==> src/spq_pkg.sv <==
package spq_pkg;

   localparam int NUM_CLASSES = 4;
   localparam int CLASS_DEPTH_DEFAULT = 16;
   localparam int ID_WIDTH = 16;
   localparam int COUNT_WIDTH = 7;

   typedef enum logic [1:0] {
      ST_OK    = 2'd0,
      ST_EMPTY = 2'd1,
      ST_FULL  = 2'd2
   } status_type;

   typedef enum logic {
      OP_ENQ = 1'b0,
      OP_DEQ = 1'b1
   } kind_type;

   typedef struct packed {
      kind_type            kind;
      logic [1:0]          prio_class;
      logic [ID_WIDTH-1:0] entry_id;
   } req_type;

   typedef struct packed {
      status_type             status;
      logic [ID_WIDTH-1:0]    out_entry_id;
      logic [1:0]             out_class;
      logic [COUNT_WIDTH-1:0] total_count;
      logic                   all_empty;
   } rsp_type;

endpackage

==> src/spq_front.sv <==
module spq_front (
   input  logic                         clock,
   input  logic                         reset,
   input  logic                         in_valid,
   output logic                         in_ready,
   input  logic                         in_kind,
   input  logic [1:0]                   in_class,
   input  logic [spq_pkg::ID_WIDTH-1:0] in_id,
   output logic                         q_valid,
   input  logic                         q_ready,
   output logic                         q_kind,
   output logic [1:0]                   q_class,
   output logic [spq_pkg::ID_WIDTH-1:0] q_id
);
   import spq_pkg::*;

   // two-entry queue between front and back
   logic [1:0]          cnt_ff, cnt_in;
   logic                rd_ff, rd_in;
   logic                wr_ff, wr_in;
   logic                kind_ff [2];
   logic [1:0]          class_ff [2];
   logic [ID_WIDTH-1:0] id_ff [2];
   logic                push, pop;

   assign in_ready = (cnt_ff != 2'd2);
   assign push     = in_valid && in_ready;
   assign q_valid  = (cnt_ff != 2'd0);
   assign pop      = q_valid && q_ready;
   assign q_kind   = kind_ff[rd_ff];
   assign q_class  = class_ff[rd_ff];
   assign q_id     = id_ff[rd_ff];

   always_comb begin
      cnt_in = cnt_ff + 2'(push) - 2'(pop);
      rd_in  = rd_ff ^ pop;
      wr_in  = wr_ff ^ push;
   end

   always_ff @(posedge clock) begin
      if (reset) begin
         cnt_ff <= '0;
         rd_ff  <= 1'b0;
         wr_ff  <= 1'b0;
      end else begin
         cnt_ff <= cnt_in;
         rd_ff  <= rd_in;
         wr_ff  <= wr_in;
      end
      if (push) begin
         kind_ff[wr_ff]  <= in_kind;
         class_ff[wr_ff] <= in_class;
         id_ff[wr_ff]    <= in_id;
      end
   end

   a_cnt_range: assert property (@(posedge clock) disable iff (reset) cnt_ff <= 2'd2)
      else $error("front queue overflow");
   a_ptr_match: assert property (@(posedge clock) disable iff (reset)
      (cnt_ff == 2'd0 || cnt_ff == 2'd2) |-> rd_ff == wr_ff)
      else $error("front queue pointers inconsistent");
   a_no_push_full: assert property (@(posedge clock) disable iff (reset)
      cnt_ff == 2'd2 |-> !push)
      else $error("push into full front queue");
endmodule

==> src/spq_back.sv <==
module spq_back #(
   parameter int CLASS_DEPTH = spq_pkg::CLASS_DEPTH_DEFAULT
) (
   input  logic                         clock,
   input  logic                         reset,
   input  logic                         q_valid,
   output logic                         q_ready,
   input  logic                         q_kind,
   input  logic [1:0]                   q_class,
   input  logic [spq_pkg::ID_WIDTH-1:0] q_id,
   output logic                         rsp_valid,
   input  logic                         rsp_ready,
   output logic [1:0]                   rsp_status,
   output logic [spq_pkg::ID_WIDTH-1:0] rsp_id,
   output logic [1:0]                   rsp_class,
   output logic [spq_pkg::COUNT_WIDTH-1:0] rsp_total,
   output logic                         rsp_empty
);
   import spq_pkg::*;

   localparam int PW = (CLASS_DEPTH > 1) ? $clog2(CLASS_DEPTH) : 1;
   localparam int CW = $clog2(CLASS_DEPTH + 1);
   localparam int TW = $clog2(NUM_CLASSES * CLASS_DEPTH + 1);
   localparam int AW = PW + 2;

   logic [ID_WIDTH-1:0] mem [NUM_CLASSES * (2 ** PW)];
   logic [PW-1:0] head_ff [NUM_CLASSES];
   logic [PW-1:0] tail_ff [NUM_CLASSES];
   logic [CW-1:0] count_ff [NUM_CLASSES];
   logic [TW-1:0] total_ff;

   // stage 1: decision; stage 2 (output reg) collects memory read
   logic          s_valid_ff, s_valid_in;
   logic [1:0]    s_status_ff;
   logic          s_fromMem_ff;
   logic [ID_WIDTH-1:0] s_id_ff;
   logic [1:0]    s_class_ff;
   logic [TW-1:0] s_total_ff;
   logic [ID_WIDTH-1:0] rdata_ff;

   logic          take, enq, deq, full, found;
   logic [1:0]    pick;
   logic [AW-1:0] waddr, raddr;
   logic [TW-1:0] total_in;

   assign q_ready = !s_valid_ff || rsp_ready;
   assign take    = q_valid && q_ready;
   assign full    = (count_ff[q_class] == CW'(CLASS_DEPTH));

   always_comb begin
      found = 1'b0;
      pick  = 2'd0;
      for (int c = NUM_CLASSES - 1; c >= 0; c--) begin
         if (count_ff[c] != '0) begin
            found = 1'b1;
            pick  = 2'(c);
         end
      end
   end

   assign enq   = take && (q_kind == OP_ENQ) && !full;
   assign deq   = take && (q_kind == OP_DEQ) && found;
   assign waddr = {q_class, tail_ff[q_class]};
   assign raddr = {pick, head_ff[pick]};
   assign total_in = total_ff + TW'(enq) - TW'(deq);
   assign s_valid_in = take || (s_valid_ff && !rsp_ready);

   always_ff @(posedge clock) begin
      if (enq) mem[waddr] <= q_id;
      if (deq) rdata_ff <= mem[raddr];
   end

   always_ff @(posedge clock) begin
      if (reset) begin
         for (int c = 0; c < NUM_CLASSES; c++) begin
            head_ff[c]  <= '0;
            tail_ff[c]  <= '0;
            count_ff[c] <= '0;
         end
         total_ff   <= '0;
         s_valid_ff <= 1'b0;
      end else begin
         s_valid_ff <= s_valid_in;
         total_ff   <= total_in;
         if (enq) begin
            tail_ff[q_class]  <= (tail_ff[q_class] == PW'(CLASS_DEPTH - 1)) ? '0
                                 : tail_ff[q_class] + 1'b1;
            count_ff[q_class] <= count_ff[q_class] + 1'b1;
         end
         if (deq) begin
            head_ff[pick]  <= (head_ff[pick] == PW'(CLASS_DEPTH - 1)) ? '0
                              : head_ff[pick] + 1'b1;
            count_ff[pick] <= count_ff[pick] - 1'b1;
         end
      end
   end

   always_ff @(posedge clock) begin
      if (take) begin
         s_total_ff   <= total_in;
         s_fromMem_ff <= deq;
         if (q_kind == OP_ENQ) begin
            s_status_ff <= full ? ST_FULL : ST_OK;
            s_id_ff     <= full ? '0 : q_id;
            s_class_ff  <= q_class;
         end else begin
            s_status_ff <= found ? ST_OK : ST_EMPTY;
            s_id_ff     <= '0;
            s_class_ff  <= found ? pick : 2'd0;
         end
      end
   end

   assign rsp_valid  = s_valid_ff;
   assign rsp_status = s_status_ff;
   assign rsp_id     = s_fromMem_ff ? rdata_ff : s_id_ff;
   assign rsp_class  = s_class_ff;
   assign rsp_total  = COUNT_WIDTH'(s_total_ff);
   assign rsp_empty  = (s_total_ff == '0);

   a_hold: assert property (@(posedge clock) disable iff (reset)
      rsp_valid && !rsp_ready |-> !take)
      else $error("result overwritten while stalled");
   a_stable: assert property (@(posedge clock) disable iff (reset)
      rsp_valid && !rsp_ready |=> rsp_valid && $stable(rsp_status) && $stable(rsp_id)
         && $stable(rsp_class) && $stable(rsp_total))
      else $error("result changed while stalled");
   a_one_op: assert property (@(posedge clock) disable iff (reset) !(enq && deq))
      else $error("enqueue and dequeue in one cycle");
   a_total: assert property (@(posedge clock) disable iff (reset)
      total_ff == TW'(count_ff[0]) + TW'(count_ff[1]) + TW'(count_ff[2]) + TW'(count_ff[3]))
      else $error("total count mismatch");
endmodule

==> src/strict_priority_four_class_queue.sv <==
// channel | valid     | ready     | payload
// request | req_valid | req_ready | req_data  (kind, prio_class, entry_id)
// result  | rsp_valid | rsp_ready | rsp_data  (status, out_entry_id, out_class,
//         |           |           |            total_count, all_empty)
// One operation per cycle sustained while rsp_ready is high; each operation goes
// through the input queue, then the decision stage with its registered entry-store read.
// Synchronous active-high reset clears pointers and counts; the store is not cleared.
// A stalled result holds the back stage; the two-entry input queue then fills.
module strict_priority_four_class_queue #(
   parameter int CLASS_DEPTH = spq_pkg::CLASS_DEPTH_DEFAULT
) (
   input  logic             clock,
   input  logic             reset,
   input  logic             req_valid,
   output logic             req_ready,
   input  spq_pkg::req_type req_data,
   output logic             rsp_valid,
   input  logic             rsp_ready,
   output spq_pkg::rsp_type rsp_data
);
   import spq_pkg::*;

   logic                   q_valid, q_ready, q_kind;
   logic [1:0]             q_class;
   logic [ID_WIDTH-1:0]    q_id;
   logic [1:0]             b_status;
   logic [ID_WIDTH-1:0]    b_id;
   logic [1:0]             b_class;
   logic [COUNT_WIDTH-1:0] b_total;
   logic                   b_empty;

   spq_front u_front (
      .clock, .reset,
      .in_valid(req_valid), .in_ready(req_ready),
      .in_kind(req_data.kind), .in_class(req_data.prio_class),
      .in_id(req_data.entry_id),
      .q_valid, .q_ready, .q_kind, .q_class, .q_id
   );

   spq_back #(.CLASS_DEPTH(CLASS_DEPTH)) u_back (
      .clock, .reset,
      .q_valid, .q_ready, .q_kind, .q_class, .q_id,
      .rsp_valid, .rsp_ready,
      .rsp_status(b_status), .rsp_id(b_id), .rsp_class(b_class),
      .rsp_total(b_total), .rsp_empty(b_empty)
   );

   assign rsp_data = {b_status, b_id, b_class, b_total, b_empty};
endmodule

==> config.mk <==
export PLATFORM = sky130hd
export DESIGN_NAME = strict_priority_four_class_queue
export DESIGN_NICKNAME = d
export VERILOG_FILES = /design/src/spq_pkg.sv /design/src/spq_front.sv /design/src/spq_back.sv /design/src/strict_priority_four_class_queue.sv
export SDC_FILE = /design/constraint.sdc
export NUM_CORES = 1
export LEC_CHECK = 0
export ABC_AREA = 1
export BUFFER_PORTS_ARGS = -buffer_cell sky130_fd_sc_hd__buf_2
export CORE_UTILIZATION = 35
export DETAILED_ROUTE_END_ITERATION = 12
export PLACE_DENSITY = 0.55
export SYNTH_ARGS = -nofsm -noshare
export SYNTH_HDL_FRONTEND = slang
export SYNTH_SLANG_ARGS = --single-unit
==> constraint.sdc <==
create_clock -name clock -period 7.28 [get_ports clock]
set_input_delay 0.728 -clock clock [delete_from_list [all_inputs] [get_ports clock]]
set_output_delay 0.728 -clock clock [all_outputs]
set_load 0.1 [all_outputs]
* Yosys cells after proc, flatten, opt, wreduce, memory -nomap -nowiden
Memory sizes are Yosys's and may differ from the RTL's. A register that Yosys moved wholly into a read port is not among the register bits.
Index checks and enable logic that the tools add are counted.
** Word-level totals
- Latch bits :: 0
- Bits in writable memories :: 1114
- Flip-flop bits (word level) :: 40
- Bits of input ports :: 23
- Bits in read-only memories :: 0
- Output and inout port bits :: 30
- Logic and storage cells :: 97
- Memories kept :: 7
** Cells by class
- Mux-type cells :: 42
- $mul :: 0
- Div/mod/pow operators :: 0
- Shift operators :: 0
- Equality and inequality tests :: 4
- Add/sub/neg operators :: 8
- Reductions and logical operators :: 23
- Bitwise logic cells :: 3
- Order comparisons :: 0
** Memory list
- u_back.mem :: depth 64, width 16, rd ports 1, clocked after Yosys merged registers in 1, wr ports 1, RTL line spq_back.sv:26 : logic [ID_WIDTH-1:0] mem [NUM_CLASSES * (2 ** PW)];
- u_front.id_ff :: depth 2, width 16, rd ports 1, clocked after Yosys merged registers in 1, wr ports 1, RTL line spq_front.sv:23 : logic [ID_WIDTH-1:0] id_ff [2];
- u_back.count_ff :: depth 4, width 5, rd ports 6, clocked after Yosys merged registers in 0, wr ports 4, RTL line spq_back.sv:29 : logic [CW-1:0] count_ff [NUM_CLASSES];
- u_back.head_ff :: depth 4, width 4, rd ports 1, clocked after Yosys merged registers in 0, wr ports 4, RTL line spq_back.sv:27 : logic [PW-1:0] head_ff [NUM_CLASSES];
- u_back.tail_ff :: depth 4, width 4, rd ports 1, clocked after Yosys merged registers in 0, wr ports 4, RTL line spq_back.sv:28 : logic [PW-1:0] tail_ff [NUM_CLASSES];
- u_front.class_ff :: depth 2, width 2, rd ports 1, clocked after Yosys merged registers in 1, wr ports 1, RTL line spq_front.sv:22 : logic [1:0] class_ff [2];
- 1 more memories
** Operator list (number)
- 2-bit two-way mux :: 12
- 1-bit two-way mux :: 23
- 5-bit nonzero test :: 4
- 16-bit two-way mux :: 1
- 4-bit two-way mux :: 4
- 5-bit two-way mux :: 2
- 5-bit OR reduction :: 2
- 4-bit by 1-bit adder with 4-bit output (second input constant) :: 2
- 4-bit equality test (second input constant) :: 2
- 4-bit OR reduction :: 2
- 7-bit by 1-bit adder with 7-bit output :: 1
- 1-bit logical AND :: 7
- 7-bit logical NOT :: 1
- 7-bit by 1-bit subtractor with 7-bit output :: 1
- 5-bit by 1-bit adder with 5-bit output (second input constant) :: 1
- 5-bit equality test (second input constant) :: 1
- 5-bit by 1-bit subtractor with 5-bit output (second input constant) :: 1
- 1-bit logical NOT :: 3
- 2-bit by 1-bit adder with 2-bit output :: 1
- 1-bit logical OR :: 2
- 2-bit inequality test (second input constant) :: 1
- 2-bit nonzero test :: 1
- 2-bit OR reduction :: 1
- 2-bit by 1-bit subtractor with 2-bit output :: 1
- 2 further kinds :: 3

* Logic depth before layout (Yosys ltp)
An unclocked memory read counts as a cell.
- Word-level depth :: 12
- Gate-level depth with buffers :: 24
- Depth with buffers taken out :: 24

* By module
Synthesis repeated with hierarchy kept, for this count alone.
** Second synthesis, totals
- Cell total of the unflattened synthesis :: 4253
- Area total of the unflattened synthesis :: 48695.5 µm²
** Modules (own cells, without submodules)
- spq_back :: cells each 4119, area each 47061.4 µm², instances 1
- spq_front :: cells each 133, area each 1626.6 µm², instances 1
- strict_priority_four_class_queue :: cells each 1, area each 7.5 µm², instances 1

* Worst setup path before layout
OpenSTA, ideal clock, no wires.
- Path kind :: flip-flop to flip-flop
- Start point :: register u_back.s_valid_ff (netlist: u_back.rsp_valid)
- End point :: register u_back.s_total_ff[6] (netlist: u_back.rsp_total[6]), data pin
- Required time :: 7.015 ns
- Cell stages (with the launch flop) :: 17
- Path slack :: 3.689 ns
- Library setup time :: 0.265 ns
- Arrival time :: 3.326 ns
- Cell sequence :: dfxtp_1 nand2_1 o21ai_0 nor2_1 nand2_1 inv_1 ha_1 inv_1 ha_1 fa_1 nand2_1 inv_1 o21ai_0 nand2_1 a21oi_1 o21bai_1 xnor2_1
** RTL lines
- start: declaration :: RTL line spq_back.sv:33 : logic s_valid_ff, s_valid_in;
- start signal: assignment :: RTL line spq_back.sv:83 : s_valid_ff <= s_valid_in;
- 1-bit logical NOT :: RTL line spq_back.sv:46 : assign q_ready = !s_valid_ff || rsp_ready;
- 1-bit logical OR :: RTL line spq_back.sv:46
- 1-bit logical AND :: RTL line spq_back.sv:47 : assign take = q_valid && q_ready;
- 1-bit logical AND (2 in series) :: RTL line spq_back.sv:62 : assign deq = take && (q_kind == OP_DEQ) && found;
- net u_back.deq :: RTL line spq_back.sv:41 : logic take, enq, deq, full, found;
- 7-bit by 1-bit subtractor with 7-bit output :: RTL line spq_back.sv:65 : assign total_in = total_ff + TW'(enq) - TW'(deq);
- net u_back.total_in[6] :: RTL line spq_back.sv:44 : logic [TW-1:0] total_in;
- end signal: assignment :: RTL line spq_back.sv:100 : s_total_ff <= total_in;
- end: declaration :: RTL line spq_back.sv:38 : logic [TW-1:0] s_total_ff;
The timed path passes the listed nets, and every way through them passes these cells.
A chain may end at the register's enable or synchronous reset.

==> impl_metrics.tcl <==
set metrics [dict create \
    synth_area_leaders "edfxtp_1 71%, nand2_1 11%, nand3_1 6.4%" \
    clkSinkCount 1170 \
    htree_levels 4 \
    worstSetupPathType "flip-flop to flip-flop" \
    fillCellCount 12897 \
    core_sq_um 138000 \
    placed_cells 5968 \
    start_kind "flip-flop" \
    numCtsBuffers 131 \
    place_hpwl_mm 71.0 \
    die_x_um 375 \
    wirelength_mm 133 \
    nets 4347 \
    portBuffers 52 \
    num_vias 31348 \
    clock_power_share 0.314 \
    synth_fp_nets 4281 \
    status "finished clean" \
    cap_viol_max_count 0 \
    synth_cell_types 48 \
    grt_max_degree 152 \
    synth_area_per_cell_sq_um 11.5 \
    n_antenna_cell 0 \
    p_int_uw 13200 \
    ctsResizeCount 0 \
    synth_top_area_frac 0.715 \
    dpl_cell_area_sq_um 51000 \
    p_comb_frac 0.248 \
    min_path_cells 1 \
    fp.dieH_um 375 \
    fin_cells 6199 \
    cts_root_buf "clkbuf_16" \
    synth_ff_type "edfxtp_1" \
    worst_skew_pair.late_latency_ns 0.73 \
    cts_setup_buffers 0 \
    clock.fmax_ghz 0.192 \
    rsz0062_at_grt "no" \
    post-route-period-util 0.714 \
    hold_end "u_front.id_ff[1][3]$_DFFE_PP_" \
    fin_util 0.400 \
    grt_overflow 0 \
    reg2reg_depth 16 \
    cts_buffer_depth 3 \
    critPathArrivalTime_ns 5.79 \
    worst_pin_slew_ns 1.27 \
    rr_startpoint "u_back.count_ff[0][3]$_SDFFCE_PN0P_" \
    slew_headroom 0.152 \
    r2r_slack_ns 2.08 \
    postCtsHoldBufs 0 \
    skew_ns 0.0265 \
    regArea_sq_um 35000 \
    finalSetupViolations 0 \
    hold_violations 0 \
    p_seq_frac 0.438 \
    initialDrtViolationCount 3365 \
    ant_nets 0 \
    ys_ff_latch 1170 \
    clk_pin_slew_ns 0.06 \
    cts_tree "yes" \
    multi_input_area_sq_um 11700 \
    route.detailed.drc 0 \
    syn2layout_area_growth_pct 13.2 \
    p_leak_uw 0.0205 \
    crit_required_ns 7.87 \
    slew_viol_final 0 \
    yosys_warnings 0 \
    tns_ns 0 \
    syn_inst 4241 \
    startpoint "u_back.count_ff[0][3]$_SDFFCE_PN0P_" \
    initial_utilization 0.353 \
    synth_top_area_cell "edfxtp_1" \
    crit_fanout 147 \
    holdCritStartpoint "req_data[3]" \
    io-pin-count 53 \
    final_area_sq_um 55000 \
    grt_use_total 0.188 \
    netSwitchingFraction 0.339 \
    synth_edf_count 1158 \
    gp_congestion 0.887 \
    synthArstFlopShare 0 \
    grt_pass1_wl_mm 197 \
    drive_gt1_frac 0.0940 \
    antenna_found_initial 2 \
    syn_area_sq_um 48600 \
    finalCriticalPeriod_ns 5.20 \
    first_pass_iters 5 \
    regToRegEndpoint "u_back.rdata_ff[9]$_DFFE_PP_" \
    fp-row-count 136 \
    grt_pass1_vias 29883 \
    peakVddDrop_mv 0.369 \
    end_kind "flip-flop" \
    via_per_inst 5.06 \
    min_path_type "primary input to flip-flop" \
    power_density_nw_per_um2 362 \
    yosysSeqAreaShare 0.720 \
    wl_per_cell_um 21.5 \
    switchingPower_uw 6760 \
    fp.dieArea_sq_um 140000 \
]
kinds of logic after synthesis:
logic type,share of synthesized area
buffers and inverters,0.0417
AO/OA/AOI/OAI,0.0291
multiplexers,0.00370
XOR/XNOR,0.00198
AND/OR/NAND/NOR,0.199
adder cells (fa/ha/maj),0.00453
flip-flops,0.720
layer usage:
metal / vias to the layer above / GRT usage / wire, um
li1: 14686 / - / -
met4: 0 / 0.0527 / 3060
met3: 197 / 0.0256 / 8350
met1: 15452 / 0.265 / 59600
met5: - / 0 / 0
met2: 1013 / 0.301 / 62400
final cells by class:
class,count,area share
clock buffers,160,0.0634
clock inverters,71,0.0101
inverters,230,0.0159
multi-input cells,2619,0.212
flip-flops and latches,1170,0.636
well taps,1794,0.0408
repair buffers,155,0.0215
synth_stat cells (all sizes together) (3+ instances only):
cell type     n
a21o         56
a21oi       126
a22oi         8
buf         172
clkbuf       50
clkinv        3
dfxtp        12
edfxtp     1158
ha           16
inv         227
mux2         16
nand2      1456
nand3       619
nand4        11
nor2        220
nor3          6
o211ai        4
o21ai        34
o22ai         4
or2          18
xnor2         3
xor2          8
state kept, by name (all words and copies together), names as in the netlist, 2 cells and up:
| register | cells |
|---|---|
| u_back.count_ff | 20 |
| u_back.head_ff | 16 |
| u_back.mem | 1024 |
| u_back.rdata_ff | 16 |
| u_back.rsp_class | 2 |
| u_back.rsp_status | 2 |
| u_back.rsp_total | 7 |
| u_back.s_id_ff | 16 |
| u_back.tail_ff | 16 |
| u_back.total_ff | 7 |
| u_front.class_ff | 4 |
| u_front.cnt_ff | 2 |
| u_front.id_ff | 32 |
| u_front.kind_ff | 2 |
cell usage in the layout, fill, tap and decap left out, types with 12 or more instances in the layout:
cell type	instances
o21ai_0	31
clkinv_1	31
nor2_1	209
dfxtp_1	12
inv_1	204
clkbuf_1	23
clkinv_2	20
ha_1	16
a21oi_1	126
or2_2	16
clkbuf_16	135
a21o_1	56
buf_2	52
edfxtp_1	1158
buf_12	12
nand3_1	618
mux2_2	16
buf_4	91
inv_2	21
nand2_1	1448
power by group through the flow:
stage,Clock (uW),Combinational (uW),Sequential (uW)
5_1_grt,6610,5330,8750
2_1_floorplan,0,2990,9030
4_1_cts,6360,4960,8730
3_3_place_gp,0,4900,8860
3_5_place_dp,0,4950,8870
6_report,6270,4940,8730
critical path, stage by stage (launching register included):
cell	delay, ns
edfxtp_1	0.42
or2_1	0.27
nor3_4	0.50
nand2_4	0.35
buf_4	0.40
nand2_1	0.14
nand3_2	0.66
nand2_8	0.41
buf_12	0.38
nand2_1	0.10
nand3_1	0.12
nand3_1	0.10
nand3_1	0.14
nand3_1	0.16
nand2_1	0.26
nand2_1	0.09
nand2_1	0.06
metrics by stage:
| stage | hold WS (ns) | setup slack, ns | total power [uW] |
|---|---|---|---|
| 6_report | 0.188 | 2.08 | 19900 |
| 5_1_grt | 0.165 | 1.71 | 20700 |
| 4_1_cts | 0.141 | 2.13 | 20100 |
| 3_5_place_dp | 0.483 | 2.15 | 13800 |
| 3_3_place_gp | 0.469 | 2.26 | 13800 |
| 2_1_floorplan | 0.460 | 3.69 | 12000 |
worst max-delay path by stage:
stage / to / slack (ns) / cells after the start
after CTS: u_back.mem[38][7]$_DFFE_PP_ / 2.13 / 13
final: u_back.rdata_ff[9]$_DFFE_PP_ / 2.08 / 16
after detailed placement: u_back.mem[38][15]$_DFFE_PP_ / 2.15 / 13
after floorplan: u_back.rsp_total[6]$_DFFE_PP_ / 3.69 / 16
after global placement: u_back.mem[38][15]$_DFFE_PP_ / 2.26 / 13
after global routing: u_back.mem[38][7]$_DFFE_PP_ / 1.71 / 13
Power figures use the tool's default switching activity.
